[src/design/tqv_ram.sv]
module tqv_ram #(
   parameter int WIDTH = 8,
   parameter int DEPTH = 16,
   localparam int ADDR_W = $clog2(DEPTH)
) (
   input  logic              clock,
   input  logic              wr_en,
   input  logic [ADDR_W-1:0] wr_addr,
   input  logic [WIDTH-1:0]  wr_data,
   input  logic [ADDR_W-1:0] rd_addr,
   output logic [WIDTH-1:0]  rd_data
);

   logic [WIDTH-1:0] mem_ff [DEPTH];
   logic [WIDTH-1:0] rd_data_ff;

   always_ff @(posedge clock) begin
      if (wr_en) begin
         mem_ff[wr_addr] <= wr_data;
      end
      rd_data_ff <= mem_ff[rd_addr];
   end

   assign rd_data = rd_data_ff;

endmodule

[config.mk]
export PLATFORM = sky130hd
export DESIGN_NAME = tqv_ram
export DESIGN_NICKNAME = d
export VERILOG_FILES = /design/src/design/tqv_ram.sv
export SDC_FILE = /design/constraint.sdc
export NUM_CORES = 1
export LEC_CHECK = 0
export BUFFER_PORTS_ARGS = -buffer_cell sky130_fd_sc_hd__buf_2
export CAP_MARGIN = 10
export CORE_MARGIN = 2
export CORE_UTILIZATION = 45
export CTS_CLUSTER_DIAMETER = 60
export DETAILED_ROUTE_END_ITERATION = 16
export GPL_TIMING_DRIVEN = 1
export PLACE_DENSITY = 0.73
export SYNTH_ARGS = -nofsm -noshare
export SYNTH_HDL_FRONTEND = slang
export SYNTH_SLANG_ARGS = --single-unit
[constraint.sdc]
create_clock -name clock -period 1.9 [get_ports clock]
set_input_delay 0.285 -clock clock [delete_from_list [all_inputs] [get_ports clock]]
set_output_delay 0.285 -clock clock [all_outputs]
set_load 0.01 [all_outputs]
==> flow_summary_export.csv <==
group,metric,value,unit
clock_network,post_cts_buffers,0,
final_layout,finalNetCount,304,
yosys,synth.avg_cell_area,22.48,sq um
worst_setup_path,rr_startpoint,"mem_ff[1][2]",
timing,period_minus_slack,1375,ps
clock_network,postCtsHoldBufs,0,
final_layout,final_cell_area,6165,sq um
worst_setup_path,timing.rr.end,"rd_data[2]",
route,vias,2406,
clock_network,cts_tree,"done",
worst_setup_path,startpoint,"mem_ff[1][2]",
worst_setup_path,start_kind,"flop",
placed_design,dp_hpwl,6.131,mm
global_routing,first_global_vias,2560,
final_layout,layout-drive-gt1-share,31.77,%
global_routing,antenna_found_initial,0,
route,ant_nets,0,
clock_network,ctsRootBufferMaster,"clkbuf_16",
placed_design,postPlaceCellArea,5575,sq um
global_routing,track_usage,17.18,%
power_and_ir_drop,power.density,1124,nW/um^2
yosys,yosysSeqAreaShare,77.78,%
worst_setup_path,crit_arrival,1670,ps
yosys,synth.most_common_cell,"edfxtp_1",
timing,final-hold-violation-count,0,
route,drt_pass1_iterations,4,
timing,slew_headroom,73.42,%
worst_setup_path,critPathCaptureType,"flop",
yosys,yosys.area.top_type_share,74.67,%
floorplan,start_util,45.67,%
global_routing,grt_pass1_wl,15.23,mm
floorplan,die_w,111.0,um
clock_network,cts_buffers,17,
yosys,syn_area,5147,sq um
worst_setup_path,worstSetupPathType,"flop to flop",
clock_network,cts_resized,0,
route,wl_per_cell,22.00,um
floorplan,placementRows,39,
clock_network,htreeDepth,4,
yosys,yosysTopAreaCell,"edfxtp_1",
clock_network,clkTransAtPathRegs,60,ps
yosys,ys.flop_type,"edfxtp_1",
worst_setup_path,critPathMaxStageDelay,520,ps
timing,holdWs,265.6,ps
hold_path,hp-class,"primary input to flop",
route,drt_wl_total,9.723,mm
placed_design,place.gp.congestion,0.7644,
route,drtIter0Drc,303,
power_and_ir_drop,p_leak,2.107,nW
yosys,ys_seq_elements,136,
power_and_ir_drop,ir_drop,0.6129,mV
global_routing,grt_max_degree,23,
worst_setup_path,r2r_cells,3,
hold_path,min_path_cells,1,
timing,clock_skew,9.034,ps
worst_setup_path,slowest_stage,"mux4_1",
global_routing,grt_overflow,0,
clock_network,clkLatencyLatePin,410,ps
worst_setup_path,rrSetupSlack,530,ps
clock_network,cts_sinks,136,
final_layout,area_growth,19.76,%
timing,max_clock_freq,727.4,MHz
timing,setup-tns-final,0,ps
timing,drv_slew,0,
route,drc,0,
yosys,synth_area_leaders,"edfxtp_1, mux4_2, mux4_1, dfxtp_1, a22oi_1",
floorplan,die_h,111.0,um
worst_setup_path,endpoint,"rd_data[2]",
floorplan,core_area,11270,sq um
status,status,"complete, no violations",
yosys,yosys_warnings,0,
floorplan,dieArea,12310,sq um
timing,grt_setup_unrepaired,"no",
placed_design,port_buffers,25,
floorplan,ios,26,
worst_setup_path,cp_cell_sequence,"mux4_1, a22oi_1, nand2_1",
timing,post-route-period-util,72.35,%
yosys,synth-edff-count,128,
timing,tightest_slew,398.6,ps
yosys,async_flop_share,0,%
yosys,yosys-top-cells-count,"edfxtp_1, mux4_2, a22oi_1",
flow_run,max_cap_violations,0,
timing,final-setup-viol-count,0,
route,vias_per_cell,5.443,
power_and_ir_drop,p_total,6.927,mW
final_layout,final_util,54.69,%
yosys,syn_inst,229,
worst_setup_path,cp.required,2190,ps
final_layout,antenna_cells,0,
yosys,synth.net_count,247,
yosys,yosysUniqueCellTypes,19,
worst_setup_path,path_max_fanout,1,
clock_network,cts.path.max_buffers,2,
where the power goes:
group	switching, mW	internal (mW)
registers	0.0187	3.36
clock network	1.17	2.06
logic	0.180	0.142
total	1.37	5.55
layer usage:
metal	track usage (%)	up-vias	wire length (um)
met2	25.85	76	4651
li1	-	1091	-
met5	0	-	0
met1	24.17	1233	4429
met4	6.083	0	85
met3	5.194	6	557
state kept, by name (all words and copies together), names as in the netlist:
| name | count |
|---|---|
| mem_ff | 128 |
| rd_data | 8 |
worst min path at each step:
stage,from,end,slack (ps)
6_report,wr_data[1],mem_ff[5][1],270
5_1_grt,wr_data[0],mem_ff[13][0],260
4_1_cts,wr_data[1],mem_ff[10][1],250
3_5_place_dp,mem_ff[15][0],rd_data[0],660
3_3_place_gp,mem_ff[15][1],rd_data[1],640
2_1_floorplan,wr_data[0],mem_ff[0][0],380
cells by family after synthesis:
group                  Yosys count  synth area share [%]
multiplexers                    32                 15.02
AO/OA/AOI/OAI                   16                 2.334
flip-flops                     136                 77.78
AND/OR/NAND/NOR                 35                 3.184
buffers and inverters           10                 1.677
worst max-delay path: cells and delay by family, from the launching register on:
kind,cells,cell delay [ps]
AOI/OAI and AO/OA,1,280
DFF,1,370
muxes,1,520
and+or+nand+nor,1,90
stage by stage:
stage / std cells / worst slack, ps
after global routing: 442 / 465.5
after floorplan: 229 / 122.1
final: 442 / 525.3
after detailed placement: 410 / 164.6
after CTS: 442 / 524.6
after global placement: 410 / 165.5
cells in the final DEF (no fill, tap or decap):
master	count
mux4_2	18
buf_2	25
buf_12	3
nand3_1	1
nand3b_1	2
and2b_1	1
clkinv_2	2
clkinvlp_4	3
nor2b_1	1
mux4_1	14
or3b_2	1
bufinv_16	3
clkbuf_1	3
clkbuf_16	17
nand2_1	9
and2_1	1
a22oi_1	16
clkinv_1	1
clkinv_4	3
nor3_1	4
nor2_1	13
buf_4	20
dfxtp_1	8
edfxtp_1	128
nand2b_1	2
area by class of cell:
class                           count  area [sq um]
Timing Repair Buffer               48         335.3
Sequential cell                   136          4004
Multi-Input combinational cell     83          1057
Tap cell                          143         178.9
Fill cell                         849          5107
Clock inverter                     12         152.6
Clock buffer                       20         436.7
(Power assumes the default switching activity.)
